`config.mk`:
```
export PLATFORM = sky130hd
export DESIGN_NAME = tick_timer_table
export DESIGN_NICKNAME = d
export VERILOG_FILES = /design/src/hdl/ttt_pkg.sv /design/src/hdl/ttt_ram.sv /design/src/hdl/ttt_ctrl.sv /design/src/hdl/ttt_dpath.sv /design/src/hdl/tick_timer_table.sv
export SDC_FILE = /design/constraint.sdc
export NUM_CORES = 2
export LEC_CHECK = 0
export BUFFER_PORTS_ARGS = -buffer_cell sky130_fd_sc_hd__buf_2
export CORE_ASPECT_RATIO = 2
export CORE_MARGIN = 2
export CORE_UTILIZATION = 41
export DETAILED_ROUTE_END_ITERATION = 7
export GPL_ROUTABILITY_DRIVEN = 0
export PLACE_DENSITY = 0.55
export SLEW_MARGIN = 0
export SYNTH_ARGS = -nofsm -noshare
export SYNTH_HDL_FRONTEND = slang
export SYNTH_SLANG_ARGS = --single-unit
```
`constraint.sdc`:
```
create_clock -name i_clk -period 8.2 [get_ports i_clk]
set_clock_uncertainty 0.2 [all_clocks]
set_input_delay 0.41 -clock i_clk [delete_from_list [all_inputs] [get_ports i_clk]]
set_output_delay 0.41 -clock i_clk [all_outputs]
set_load 0.03 [all_outputs]
```
`src/hdl/ttt_pkg.sv`:
```
// shared types, constants and codes for the tick timer table
// used by ttt_ctrl, ttt_dpath and the top level; depends on nothing
`timescale 1ns / 1ps
`default_nettype none

package ttt_pkg;

    // table size and derived widths
    localparam int unsigned MAX_TIMERS = 32;
    localparam int unsigned RESULT_CAP = 32;
    localparam int unsigned IDX_W      = (MAX_TIMERS > 1) ? $clog2(MAX_TIMERS) : 1;
    localparam int unsigned CNT_W      = $clog2(MAX_TIMERS + 1);
    localparam int unsigned CMP_W      = (CNT_W > 6) ? CNT_W : 6;

    // config register reset value
    localparam logic [5:0] LIMIT_RESET = 6'd32;

    // item modes
    localparam logic [1:0] MODE_TICK = 2'd0;
    localparam logic [1:0] MODE_SET  = 2'd1;
    localparam logic [1:0] MODE_KILL = 2'd2;

    // timer kinds
    localparam logic [1:0] KIND_ONE_SHOT = 2'd1;
    localparam logic [1:0] KIND_PERIODIC = 2'd2;

    // result event codes
    localparam logic [2:0] EV_SET_OK      = 3'd0;
    localparam logic [2:0] EV_SET_REFUSED = 3'd1;
    localparam logic [2:0] EV_KILLED      = 3'd2;
    localparam logic [2:0] EV_KILL_REFUSED = 3'd3;
    localparam logic [2:0] EV_EXPIRED     = 3'd4;

    // input word
    typedef struct packed {
        logic [1:0]  mode;
        logic [31:0] interval;
        logic [1:0]  timer_kind;
        logic [5:0]  kill_id;
        logic [15:0] user_tag;
    } t_in_word;

    // result word
    typedef struct packed {
        logic [2:0]  event_res;
        logic [5:0]  res_id;
        logic [15:0] tag;
        logic        last;
    } t_out_word;

    // one slot entry held in the slot ram
    typedef struct packed {
        logic [31:0] interval;
        logic [31:0] elapsed;
        logic        periodic;
        logic [15:0] tag;
    } t_slot;

    localparam int unsigned SLOT_W = $bits(t_slot);

    // controller states
    typedef enum logic [2:0] {
        S_IDLE,
        S_EXEC,
        S_SCAN_RD,
        S_SCAN_EV,
        S_FLUSH
    } t_state;

    // controller to datapath commands
    typedef struct packed {
        logic load_item;
        logic exec_op;
        logic slot_adv;
        logic ev_commit;
        logic flush;
    } t_ctl_cmd;

    // datapath to controller status
    typedef struct packed {
        logic is_tick;
        logic is_op;
        logic out_free;
        logic cur_valid;
        logic cur_last;
        logic ev_block;
        logic pend_valid;
    } t_ctl_sts;

endpackage

`default_nettype wire

```
`src/hdl/ttt_ram.sv`:
```
// generic single write port ram with registered read
// stand-alone; no package needed
`timescale 1ns / 1ps
`default_nettype none

module ttt_ram #(
    parameter int WIDTH = 8,
    parameter int DEPTH = 32
) (
    input  wire                                               i_clk,
    input  wire                                               i_we,
    input  wire [((DEPTH > 1) ? $clog2(DEPTH) : 1)-1:0]       i_waddr,
    input  wire [WIDTH-1:0]                                   i_wdata,
    input  wire [((DEPTH > 1) ? $clog2(DEPTH) : 1)-1:0]       i_raddr,
    output logic [WIDTH-1:0]                                  o_rdata
);

    logic [WIDTH-1:0] r_mem [DEPTH];

    // write port
    always_ff @(posedge i_clk) begin
        if (i_we) begin
            r_mem[i_waddr] <= i_wdata;
        end
    end

    // registered read port
    always_ff @(posedge i_clk) begin
        o_rdata <= r_mem[i_raddr];
    end

endmodule

`default_nettype wire

```
`src/hdl/ttt_ctrl.sv`:
```
// controller state machine for the tick timer table
// depends on ttt_pkg for state, command and status types
`timescale 1ns / 1ps
`default_nettype none

module ttt_ctrl (
    input  wire               i_clk,
    input  wire               i_rst_n,
    input  wire               i_in_valid,
    output logic              o_in_stall,
    input  ttt_pkg::t_ctl_sts i_sts,
    output ttt_pkg::t_ctl_cmd o_cmd
);

    ttt_pkg::t_state r_state;
    ttt_pkg::t_state n_state;

    // state register
    always_ff @(posedge i_clk) begin
        if (!i_rst_n) begin
            r_state <= ttt_pkg::S_IDLE;
        end else begin
            r_state <= n_state;
        end
    end

    // next state
    always_comb begin
        n_state = r_state;
        case (r_state)
            ttt_pkg::S_IDLE: begin
                if (i_in_valid) begin
                    n_state = ttt_pkg::S_EXEC;
                end
            end
            ttt_pkg::S_EXEC: begin
                if (i_sts.is_tick) begin
                    n_state = ttt_pkg::S_SCAN_RD;
                end else if (!i_sts.is_op || i_sts.out_free) begin
                    n_state = ttt_pkg::S_IDLE;
                end
            end
            ttt_pkg::S_SCAN_RD: begin
                if (i_sts.cur_valid) begin
                    n_state = ttt_pkg::S_SCAN_EV;
                end else if (i_sts.cur_last) begin
                    n_state = ttt_pkg::S_FLUSH;
                end
            end
            ttt_pkg::S_SCAN_EV: begin
                if (!i_sts.ev_block) begin
                    n_state = i_sts.cur_last ? ttt_pkg::S_FLUSH : ttt_pkg::S_SCAN_RD;
                end
            end
            ttt_pkg::S_FLUSH: begin
                if (!i_sts.pend_valid || i_sts.out_free) begin
                    n_state = ttt_pkg::S_IDLE;
                end
            end
            default: begin
                n_state = ttt_pkg::S_IDLE;
            end
        endcase
    end

    // command outputs
    always_comb begin
        o_cmd      = '0;
        o_in_stall = 1'b1;
        case (r_state)
            ttt_pkg::S_IDLE: begin
                o_in_stall      = 1'b0;
                o_cmd.load_item = i_in_valid;
            end
            ttt_pkg::S_EXEC: begin
                o_cmd.exec_op = i_sts.is_op && i_sts.out_free;
            end
            ttt_pkg::S_SCAN_RD: begin
                o_cmd.slot_adv = !i_sts.cur_valid && !i_sts.cur_last;
            end
            ttt_pkg::S_SCAN_EV: begin
                o_cmd.ev_commit = !i_sts.ev_block;
                o_cmd.slot_adv  = !i_sts.ev_block && !i_sts.cur_last;
            end
            ttt_pkg::S_FLUSH: begin
                o_cmd.flush = i_sts.pend_valid && i_sts.out_free;
            end
            default: begin
                o_cmd = '0;
            end
        endcase
    end

endmodule

`default_nettype wire

```
`src/hdl/ttt_dpath.sv`:
```
// datapath of the tick timer table: item register, valid bits, slot ram,
// pending expiry and output register; depends on ttt_pkg and ttt_ram
`timescale 1ns / 1ps
`default_nettype none

module ttt_dpath (
    input  wire                i_clk,
    input  wire                i_rst_n,
    input  ttt_pkg::t_in_word  i_in_word,
    input  wire                i_out_stall,
    output logic               o_out_valid,
    output ttt_pkg::t_out_word o_out_word,
    input  wire                i_cfg_we,
    input  wire [5:0]          i_cfg_wdata,
    input  ttt_pkg::t_ctl_cmd  i_cmd,
    output ttt_pkg::t_ctl_sts  o_sts
);

    // registers
    ttt_pkg::t_in_word              r_item;
    logic [5:0]                     r_limit;
    logic [ttt_pkg::CNT_W-1:0]      r_issued;
    logic [ttt_pkg::CNT_W-1:0]      n_issued;
    logic [ttt_pkg::MAX_TIMERS-1:0] r_valid;
    logic [ttt_pkg::MAX_TIMERS-1:0] n_valid;
    logic [ttt_pkg::IDX_W-1:0]      r_slot;
    logic [ttt_pkg::CNT_W-1:0]      r_cnt;
    logic                           r_pend_valid;
    logic                           n_pend_valid;
    ttt_pkg::t_out_word             r_pend;
    ttt_pkg::t_out_word             n_pend;
    logic                           r_out_valid;
    logic                           n_out_valid;
    ttt_pkg::t_out_word             r_out_word;
    ttt_pkg::t_out_word             n_out_word;

    // combinational
    ttt_pkg::t_slot                 w_rd;
    ttt_pkg::t_slot                 w_wdata;
    logic                           w_we;
    logic [ttt_pkg::IDX_W-1:0]      w_waddr;
    logic                           w_out_free;
    logic [ttt_pkg::CMP_W-1:0]      w_issued_ext;
    logic [ttt_pkg::CMP_W-1:0]      w_new_id;
    logic [ttt_pkg::CMP_W-1:0]      w_kid;
    logic [ttt_pkg::IDX_W-1:0]      w_kidx;
    logic [ttt_pkg::CMP_W-1:0]      w_slot_id;
    logic                           w_is_set;
    logic                           w_is_kill;
    logic                           w_set_ok;
    logic                           w_kill_ok;
    logic [31:0]                    w_inc;
    logic                           w_hit;
    logic                           w_report;

    // slot ram: interval, elapsed, periodic flag and tag
    ttt_ram #(
        .WIDTH (ttt_pkg::SLOT_W),
        .DEPTH (ttt_pkg::MAX_TIMERS)
    ) u_slot_ram (
        .i_clk   (i_clk),
        .i_we    (w_we),
        .i_waddr (w_waddr),
        .i_wdata (w_wdata),
        .i_raddr (r_slot),
        .o_rdata (w_rd)
    );

    assign w_out_free = !r_out_valid || !i_out_stall;

    // set and kill decode
    assign w_is_set     = (r_item.mode == ttt_pkg::MODE_SET);
    assign w_is_kill    = (r_item.mode == ttt_pkg::MODE_KILL);
    assign w_issued_ext = (ttt_pkg::CMP_W)'(r_issued);
    assign w_new_id     = w_issued_ext + 1'b1;
    assign w_set_ok     = (r_item.interval != 32'd0)
                       && ((r_item.timer_kind == ttt_pkg::KIND_ONE_SHOT)
                        || (r_item.timer_kind == ttt_pkg::KIND_PERIODIC))
                       && (w_issued_ext < (ttt_pkg::CMP_W)'(r_limit))
                       && (w_issued_ext < (ttt_pkg::CMP_W)'(ttt_pkg::MAX_TIMERS));
    assign w_kid        = (ttt_pkg::CMP_W)'(r_item.kill_id);
    assign w_kidx       = (ttt_pkg::IDX_W)'(w_kid - 1'b1);
    assign w_kill_ok    = (w_kid != '0)
                       && (w_kid <= (ttt_pkg::CMP_W)'(ttt_pkg::MAX_TIMERS))
                       && r_valid[w_kidx];

    // tick evaluation of the slot just read
    assign w_inc     = w_rd.elapsed + 32'd1;
    assign w_hit     = (w_inc == w_rd.interval);
    assign w_report  = w_hit && (32'(r_cnt) < ttt_pkg::RESULT_CAP);
    assign w_slot_id = (ttt_pkg::CMP_W)'(r_slot) + 1'b1;

    // status to controller
    always_comb begin
        o_sts.is_tick    = (r_item.mode == ttt_pkg::MODE_TICK);
        o_sts.is_op      = w_is_set || w_is_kill;
        o_sts.out_free   = w_out_free;
        o_sts.cur_valid  = r_valid[r_slot];
        o_sts.cur_last   = (r_slot == (ttt_pkg::IDX_W)'(ttt_pkg::MAX_TIMERS - 1));
        o_sts.ev_block   = w_report && r_pend_valid && !w_out_free;
        o_sts.pend_valid = r_pend_valid;
    end

    // ram write: arm on set, write back elapsed on tick
    always_comb begin
        w_we    = 1'b0;
        w_waddr = r_slot;
        w_wdata = w_rd;
        if (i_cmd.exec_op && w_is_set && w_set_ok) begin
            w_we             = 1'b1;
            w_waddr          = (ttt_pkg::IDX_W)'(r_issued);
            w_wdata.interval = r_item.interval;
            w_wdata.elapsed  = 32'd0;
            w_wdata.periodic = (r_item.timer_kind == ttt_pkg::KIND_PERIODIC);
            w_wdata.tag      = r_item.user_tag;
        end else if (i_cmd.ev_commit) begin
            w_we            = 1'b1;
            w_wdata.elapsed = w_hit ? 32'd0 : w_inc;
        end
    end

    // issue count and valid bits
    always_comb begin
        n_issued = r_issued;
        n_valid  = r_valid;
        if (i_cmd.exec_op && w_is_set && w_set_ok) begin
            n_issued = r_issued + 1'b1;
            n_valid[(ttt_pkg::IDX_W)'(r_issued)] = 1'b1;
        end
        if (i_cmd.exec_op && w_is_kill && w_kill_ok) begin
            n_valid[w_kidx] = 1'b0;
        end
        if (i_cmd.ev_commit && w_hit && !w_rd.periodic) begin
            n_valid[r_slot] = 1'b0;
        end
    end

    // pending expiry and output word
    always_comb begin
        n_pend_valid = r_pend_valid;
        n_pend       = r_pend;
        n_out_valid  = r_out_valid && i_out_stall;
        n_out_word   = r_out_word;
        if (i_cmd.load_item) begin
            n_pend_valid = 1'b0;
        end
        if (i_cmd.exec_op) begin
            n_out_valid = 1'b1;
            n_out_word.tag  = 16'd0;
            n_out_word.last = 1'b1;
            if (w_is_set) begin
                n_out_word.event_res = w_set_ok ? ttt_pkg::EV_SET_OK
                                                : ttt_pkg::EV_SET_REFUSED;
                n_out_word.res_id    = w_set_ok ? w_new_id[5:0] : 6'd0;
            end else begin
                n_out_word.event_res = w_kill_ok ? ttt_pkg::EV_KILLED
                                                 : ttt_pkg::EV_KILL_REFUSED;
                n_out_word.res_id    = r_item.kill_id;
            end
        end
        if (i_cmd.ev_commit && w_report) begin
            // older expiry goes out, newest is held until we know it is last
            if (r_pend_valid) begin
                n_out_valid = 1'b1;
                n_out_word  = r_pend;
            end
            n_pend_valid     = 1'b1;
            n_pend.event_res = ttt_pkg::EV_EXPIRED;
            n_pend.res_id    = w_slot_id[5:0];
            n_pend.tag       = w_rd.tag;
            n_pend.last      = 1'b0;
        end
        if (i_cmd.flush) begin
            n_out_valid     = 1'b1;
            n_out_word      = r_pend;
            n_out_word.last = 1'b1;
            n_pend_valid    = 1'b0;
        end
    end

    // control registers
    always_ff @(posedge i_clk) begin
        if (!i_rst_n) begin
            r_limit      <= ttt_pkg::LIMIT_RESET;
            r_issued     <= '0;
            r_valid      <= '0;
            r_slot       <= '0;
            r_cnt        <= '0;
            r_pend_valid <= 1'b0;
            r_out_valid  <= 1'b0;
        end else begin
            if (i_cfg_we) begin
                r_limit <= i_cfg_wdata;
            end
            r_issued     <= n_issued;
            r_valid      <= n_valid;
            r_pend_valid <= n_pend_valid;
            r_out_valid  <= n_out_valid;
            if (i_cmd.load_item) begin
                r_slot <= '0;
                r_cnt  <= '0;
            end else begin
                if (i_cmd.slot_adv) begin
                    r_slot <= r_slot + 1'b1;
                end
                if (i_cmd.ev_commit && w_report) begin
                    r_cnt <= r_cnt + 1'b1;
                end
            end
        end
    end

    // payload registers
    always_ff @(posedge i_clk) begin
        if (i_cmd.load_item) begin
            r_item <= i_in_word;
        end
        r_pend     <= n_pend;
        r_out_word <= n_out_word;
    end

    assign o_out_valid = r_out_valid;
    assign o_out_word  = r_out_word;

endmodule

`default_nettype wire

```
`src/hdl/tick_timer_table.sv`:
```
// top level of the tick timer table: controller plus datapath
// depends on ttt_pkg, ttt_ctrl, ttt_dpath and ttt_ram
//
// A table of MAX_TIMERS timer slots. A set word arms the slot of the next
// identifier (1, 2, 3, ... never reused, limited by the timer_limit register),
// a kill word frees a slot by identifier, and a tick word steps every armed
// slot in identifier order, reporting one expired result per slot that hits
// its interval; one-shot slots are freed, periodic slots restart. Each input
// word is taken into an item register, so a new word is accepted while the
// previous result still waits at the output. A tick walks the slot ram one
// slot at a time: an idle slot is passed over, and an armed slot takes a
// registered ram read, then update and write back; the walk is longer while
// the output is stalled. Each expiry of a tick is held back until the next
// expiry or the end of the walk so the final one can carry the last flag.
// Mode 3 and ticks with no expiry give no result. Write timer_limit only
// while the block is idle.
`timescale 1ns / 1ps
`default_nettype none

module tick_timer_table (
    input  wire                i_clk,
    input  wire                i_rst_n,
    input  wire                i_in_valid,
    output logic               o_in_stall,
    input  ttt_pkg::t_in_word  i_in_word,
    output logic               o_out_valid,
    input  wire                i_out_stall,
    output ttt_pkg::t_out_word o_out_word,
    input  wire                i_cfg_we,
    input  wire [5:0]          i_cfg_wdata
);

    ttt_pkg::t_ctl_cmd w_cmd;
    ttt_pkg::t_ctl_sts w_sts;

    // sequencing
    ttt_ctrl u_ctrl (
        .i_clk      (i_clk),
        .i_rst_n    (i_rst_n),
        .i_in_valid (i_in_valid),
        .o_in_stall (o_in_stall),
        .i_sts      (w_sts),
        .o_cmd      (w_cmd)
    );

    // slot storage and result path
    ttt_dpath u_dpath (
        .i_clk       (i_clk),
        .i_rst_n     (i_rst_n),
        .i_in_word   (i_in_word),
        .i_out_stall (i_out_stall),
        .o_out_valid (o_out_valid),
        .o_out_word  (o_out_word),
        .i_cfg_we    (i_cfg_we),
        .i_cfg_wdata (i_cfg_wdata),
        .i_cmd       (w_cmd),
        .o_sts       (w_sts)
    );

endmodule

`default_nettype wire
```
After elaboration in Yosys (flattened, before gate mapping)
Memory sizes are Yosys's and may differ from the RTL's. A register that Yosys moved wholly into a read port is not among the register bits. Index checks and enable logic that the tools add are counted. Widths: inputs -> output; s select.

Flip-flop bits (word level): 166. RAM bits: 2592. Memories kept: 1.

Memory list: u_dpath.u_slot_ram.r_mem (words 32, width 81, read ports 1, clocked after Yosys merged registers in 1, write ports 1, line ttt_ram.sv:18) `logic [WIDTH-1:0] r_mem [DEPTH];`.

Mux-type cells: 52. Reductions and logical operators: 45. $add $sub $neg: 6. Bitwise gates (word level): 6. Equality and inequality tests: 15. $lt $le $gt $ge: 10.

Operators with widths (count): $mux 32 (7); $mux 26 (3); $and 32x32->32 (2); $not 32->32 (2); $add 32x1->32 const B (1); $eq 32x32->1 (1); $or 32x32->32 (1); $reduce_bool 32->1 (1); $mux 3 (8); $logic_and 1x1->1 (23); $mux 23 (1); $mux 1 (22); $lt 5x6->1 const B (3); $mux 17 (1); $demux 1 s5 (3); $ge 5x1->1 const B (3); $pmux 3 s5 (1); $add 6x1->6 const B (2); $lt 6x6->1 const B (2); $bmux 1 s5 (2); $logic_not 1->1 (9); $mux 8 (1); $add 5x1->6 const B (1); $eq 3x2->1 const B (2); 23 further kinds (32).

Depth between registers and ports, before layout
Word-level depth: 11. Depth in mapped cells: 13. Gate-level depth less buffers: 11.

Cells and area by module
From an unflattened synthesis, not the netlist that was laid out.

Cells, all modules: 6017. Area, all modules: 111250.4 sq um.

By module, submodules not included: ttt_ram (cells an instance 4732, area an instance 100152.3 sq um, times used 1); ttt_dpath (cells an instance 1247, area an instance 10804.1 sq um, times used 1); ttt_ctrl (cells an instance 38, area an instance 294.0 sq um, times used 1).

Worst setup path after synthesis
OpenSTA, ideal clock, no wires.

Path kind: reg2reg. Start point: reg u_dpath.r_issued[1] in the netlist's numbering. End point: mem u_dpath.u_slot_ram.r_mem[0][0] in the netlist's numbering, enable pin. Stages on the path, launching flop included: 10. Clock period less this slack: 7.404 ns. Path slack: 0.796 ns. Setup time: 0.547 ns. Required time: 7.453 ns. Arrival: 6.657 ns. Path through: dfxtp_1 -> ha_1 -> a21o_1 -> a21o_1 -> a21o_1 -> a21o_1 -> a2111oi_0 -> clkbuf_1 -> nand3_1 -> a21oi_1.

Word-level cells in the longest chain between the ends: 7.

Ends and longest elaborated chain: start: declaration (line ttt_dpath.sv:22) `logic [ttt_pkg::CNT_W-1:0] r_issued;`; start signal: assignment (line ttt_dpath.sv:195) `r_issued <= n_issued;`; $lt 6x6->1 (line ttt_dpath.sv:79) `&& (w_issued_ext < (ttt_pkg::CMP_W)'(r_limit))`; $logic_and 1x1->1 (line ttt_dpath.sv:79); $logic_and 1x1->1 (line ttt_dpath.sv:80) `&& (w_issued_ext < (ttt_pkg::CMP_W)'(ttt_pkg::MAX_TIMERS));`; $logic_and 1x1->1 (line ttt_dpath.sv:109) `if (i_cmd.exec_op && w_is_set && w_set_ok) begin`; $mux 1 (line ttt_dpath.sv:109); $mux 1 (line ttt_ram.sv:22) `if (i_we) begin`; $mux 1 (implied by the code) (line ttt_ram.sv:23) `r_mem[i_waddr] <= i_wdata;`; end: declaration (line ttt_ram.sv:18).

Several ways; a longest one is shown, not always the timed one.

Worst setup path after layout
Start point: reg u_dpath.u_slot_ram.o_rdata[17] (read register of u_dpath.u_slot_ram.r_mem). End point: mem u_dpath.u_slot_ram.r_mem[25][50] in the netlist's numbering, enable pin.

Word-level cells in the longest chain between the ends: 11.

Ends and longest elaborated chain: start: declaration (line ttt_ram.sv:15) `output logic [WIDTH-1:0] o_rdata`; $add 32x1->32 (line ttt_dpath.sv:88) `assign w_inc = w_rd.elapsed + 32'd1;`; $eq 32x32->1 (line ttt_dpath.sv:89) `assign w_hit = (w_inc == w_rd.interval);`; $logic_and 1x1->1 (line ttt_dpath.sv:90) `assign w_report = w_hit && (32'(r_cnt) < ttt_pkg::RESULT_CAP);`; $logic_and 1x1->1 (2 in series) (line ttt_dpath.sv:100) `o_sts.ev_block = w_report && r_pend_valid && !w_out_free;`; $logic_not 1->1; $mux 1 (line ttt_ctrl.sv:70) `case (r_state)`; $mux 1 (line ttt_dpath.sv:116) `end else if (i_cmd.ev_commit) begin`; $mux 1 (line ttt_dpath.sv:109); $mux 1 (line ttt_ram.sv:22); $mux 1 (implied by the code) (line ttt_ram.sv:23).

Every way passes these cells.

==> flow_summary.ini <==
[status]
outcome = complete, no violations

[routing]
wirelength_um = 311000
first_pass_iters = 5
viasPerCell = 5.95
num_vias = 54991
postRouteAntennaNets = 0
wire_per_inst_um = 33.6
drc_errors = 0
detail_route.iter0.violations = 5903

[synth]
synth_cell_type_count = 79
synth_edf_count = 2672
synthCells = 5214
yosys_register_bits = 2839
yosysWarnings = 0
yosys-top-cells-area = edfxtp_1 74%, mux4_2 14%, dfxtp_1 3.1%, a22oi_1 2.3%, nand2_1 0.82%
yosysSeqAreaShare_pct = 76.8
synth_flop_cell = edfxtp_1
yosysMostFrequentCell = edfxtp_1
syn_area_um2 = 109000
synth_top_area_cell = edfxtp_1
synthDominantCellAreaShare_pct = 73.7
yosys-top-cells-count = 2672 x edfxtp_1, 664 x mux4_2, 331 x a22oi_1
synthArstFlopShare_pct = 0
synth.avg_cell_area_um2 = 20.9
syn-num-nets = 5308

[power_and_ir_drop]
p_leak_nw = 37.6
ir_drop_mv = 0.186
p_per_area_nw_per_um2 = 227

[clock_network]
cts_tree = yes
htreeDepth = 4
path_clk_slew_ns = 0.07
cts.sinks = 2839
root_buffer = clkbuf_16
cts_buffers = 245
worstSkewPairLatency_ns = 0.96
clockBufferDepth = 4

[placed_design]
dpl_cell_area_um2 = 114000
post-place-cells = 8651
io_buffers = 96
pre_cts_ws_ns = 1.92
hpwl_um = 175000

[sta]
tns_ns = 0
tightest_slew_ns = 1.38
rsz0062_at_grt = false
fmax_mhz = 155
fin_ws_ns = 1.74
slew_headroom_pct = 7.73
setup_violations = 0
hold_viol = 0
maxSlewViolCount = 0
fin_crit_ns = 6.46
period_share_pct = 78.8

[setup_path]
critPathMaxStageDelay_ns = 1.20
setup.worst_path.start = u_dpath.u_slot_ram.o_rdata[17]$_DFF_P_
cpMostUsedCell = nand4_1
reg2reg_depth = 11
end_kind = flip-flop
crit_type = flip-flop to flip-flop
cp_slowest_cell = a21oi_4
critPathCapture = u_dpath.u_slot_ram.r_mem[25][50]$_DFFE_PP_
r2r-start = u_dpath.u_slot_ram.o_rdata[17]$_DFF_P_
r2r_end = u_dpath.u_slot_ram.r_mem[25][50]$_DFFE_PP_
start_kind = flip-flop
worst_ep_required_time_ns = 8.48
worst-path-max-fanout = 35
rrSetupSlack_ns = 1.74
arrival_ns = 6.74
cp_cell_sequence = ha_1 > nand4_1 > nor4_4 > nand3_1 > xnor2_1 > o2111ai_1 > nor4_1 > nand4_1 > nand4_1 > a21oi_4 > buf_4

[floorplan]
die_h_um = 733
start_util_pct = 41.2
die_w_um = 368
io-pin-count = 97
core_um2 = 264000
die_area_um2 = 270000
rows = 267

[final_layout]
final_core_util_pct = 46.9
layout-drive-gt1-share_pct = 23.7
layoutNonFillerInstCount = 9241
final.fill_count = 21836
register_area_um2 = 83600
syn2layout_area_growth_pct = 13.8
layout.nets = 5618
multiInputGateArea_um2 = 24400
stdcell_area_um2 = 124000

[worst_hold_path]
hp-class = input pin to flip-flop
worstHoldStart = i_in_word[41]

[global_routing]
grt_pass1_vias = 57164
grt_max_degree = 124
grt_pass1_wl_um = 437000
overflow = 0
antenna_found_initial = 13
grt_util_all_layers_pct = 22.8

[run]
maxCapViolCount = 0
==> cell type report <==
| type | count | area share [%] |
|---|---|---|
| Multi-Input combinational cell | 2024 | 19.7 |
| Clock buffer | 301 | 5.29 |
| Clock inverter | 152 | 1.26 |
| Timing Repair Buffer | 360 | 2.50 |
| Tap cell | 3497 | 3.53 |
| Inverter | 54 | 0.166 |
| Antenna cell | 14 | 0.0283 |
| Sequential cell | 2839 | 67.5 |
==> flip-flops by register name, summed over array words and instances, names as in the netlist <==
| register | count |
|---|---|
| u_dpath.u_slot_ram.r_mem | 2592 |
| u_dpath.u_slot_ram.o_rdata | 81 |
| u_dpath.r_item | 52 |
| u_dpath.r_valid | 32 |
| u_dpath.o_out_word | 26 |
| u_dpath.r_pend | 22 |
| u_dpath.r_cnt | 6 |
| u_dpath.r_issued | 6 |
| u_dpath.r_limit | 6 |
| u_dpath.w_kid | 6 |
| u_dpath.r_slot | 5 |
| u_ctrl.r_state | 3 |
| u_dpath.o_out_valid | 1 |
| u_dpath.r_pend_valid | 1 |
==> placed cells by master, fill, tap and decap left out, types with 40 or more instances in the layout <==
cell           instances
a21oi_1               55
a22oi_1              331
and3_1                52
buf_2                 96
buf_4                117
clkbuf_1              40
clkbuf_16            249
clkinv_1              48
clkinv_2              44
dfxtp_1              165
dlygate4sd3_1        121
edfxtp_1            2672
inv_1                 52
mux2i_1               40
mux4_2               664
nand2_1              238
nand4_1              105
nor2_1                43
==> through the flow <==
step | hold WS, ns | power (mW)
after floorplan | 0.208 | 16.4
after global placement | 0.222 | 16.5
after detailed placement | 0.236 | 16.5
after CTS | 0.00346 | 28.4
after global routing | 0.0410 | 28.9
final | 0.0470 | 28.2
==> worst min-delay path by stage <==
stage / slack, ns / cells after the start / end
after global placement: 0.22 / 0 / u_dpath.r_pend[11]$_DFFE_PN_
final: 0.05 / 2 / u_dpath.r_item[41]$_DFFE_PP_
after CTS: 0.003 / 2 / u_dpath.r_item[5]$_DFFE_PP_
after floorplan: 0.21 / 0 / u_dpath.r_pend[10]$_DFFE_PN_
after detailed placement: 0.24 / 0 / u_dpath.r_pend[11]$_DFFE_PN_
after global routing: 0.04 / 2 / u_dpath.r_item[5]$_DFFE_PP_
==> metal layers <==
metal,up-vias,global-route usage [%],share of wire [%]
met5,-,0,0.018
met4,8,8.07,3.7
met3,514,2.68,5.3
met2,1990,41.9,54
met1,29891,27.4,37
li1,22588,-,-
==> logic make-up after synthesis <==
family / count (synthesis) / synth area share (%)
xor+xnor: 54 / 0.435
flops: 2839 / 76.8
simple gates: 641 / 3.16
buf+inv: 351 / 1.25
compound gates: 593 / 3.89
fa+ha+maj: 25 / 0.287
mux: 711 / 14.2
==> worst max-delay path, delay by kind of cell, from the launching register on <==
family	cells	cell delay [ns]
flip-flops	1	0.46
AO/OA/AOI/OAI	2	1.38
adder cells (fa/ha/maj)	1	0.37
XOR/XNOR	1	0.26
AND/OR/NAND/NOR	6	2.47
buffers and inverters	1	0.76
==> where the power goes <==
group / total (mW) / leakage [nW] / internal (mW) / switching, mW
clock: 11.9 / 3.95 / 6.59 / 5.32
sequential: 15.8 / 25.4 / 15.8 / 0.0425
combinational: 0.457 / 8.22 / 0.166 / 0.291
==> repair_timing <==
item,in CTS,in global routing
setup endpoints to repair,0,0
setup buffers,0,0
hold buffers,121,0
resized for setup,0,0
endpoints found under the hold margin,109,0
Power figures use the tool's default switching activity.
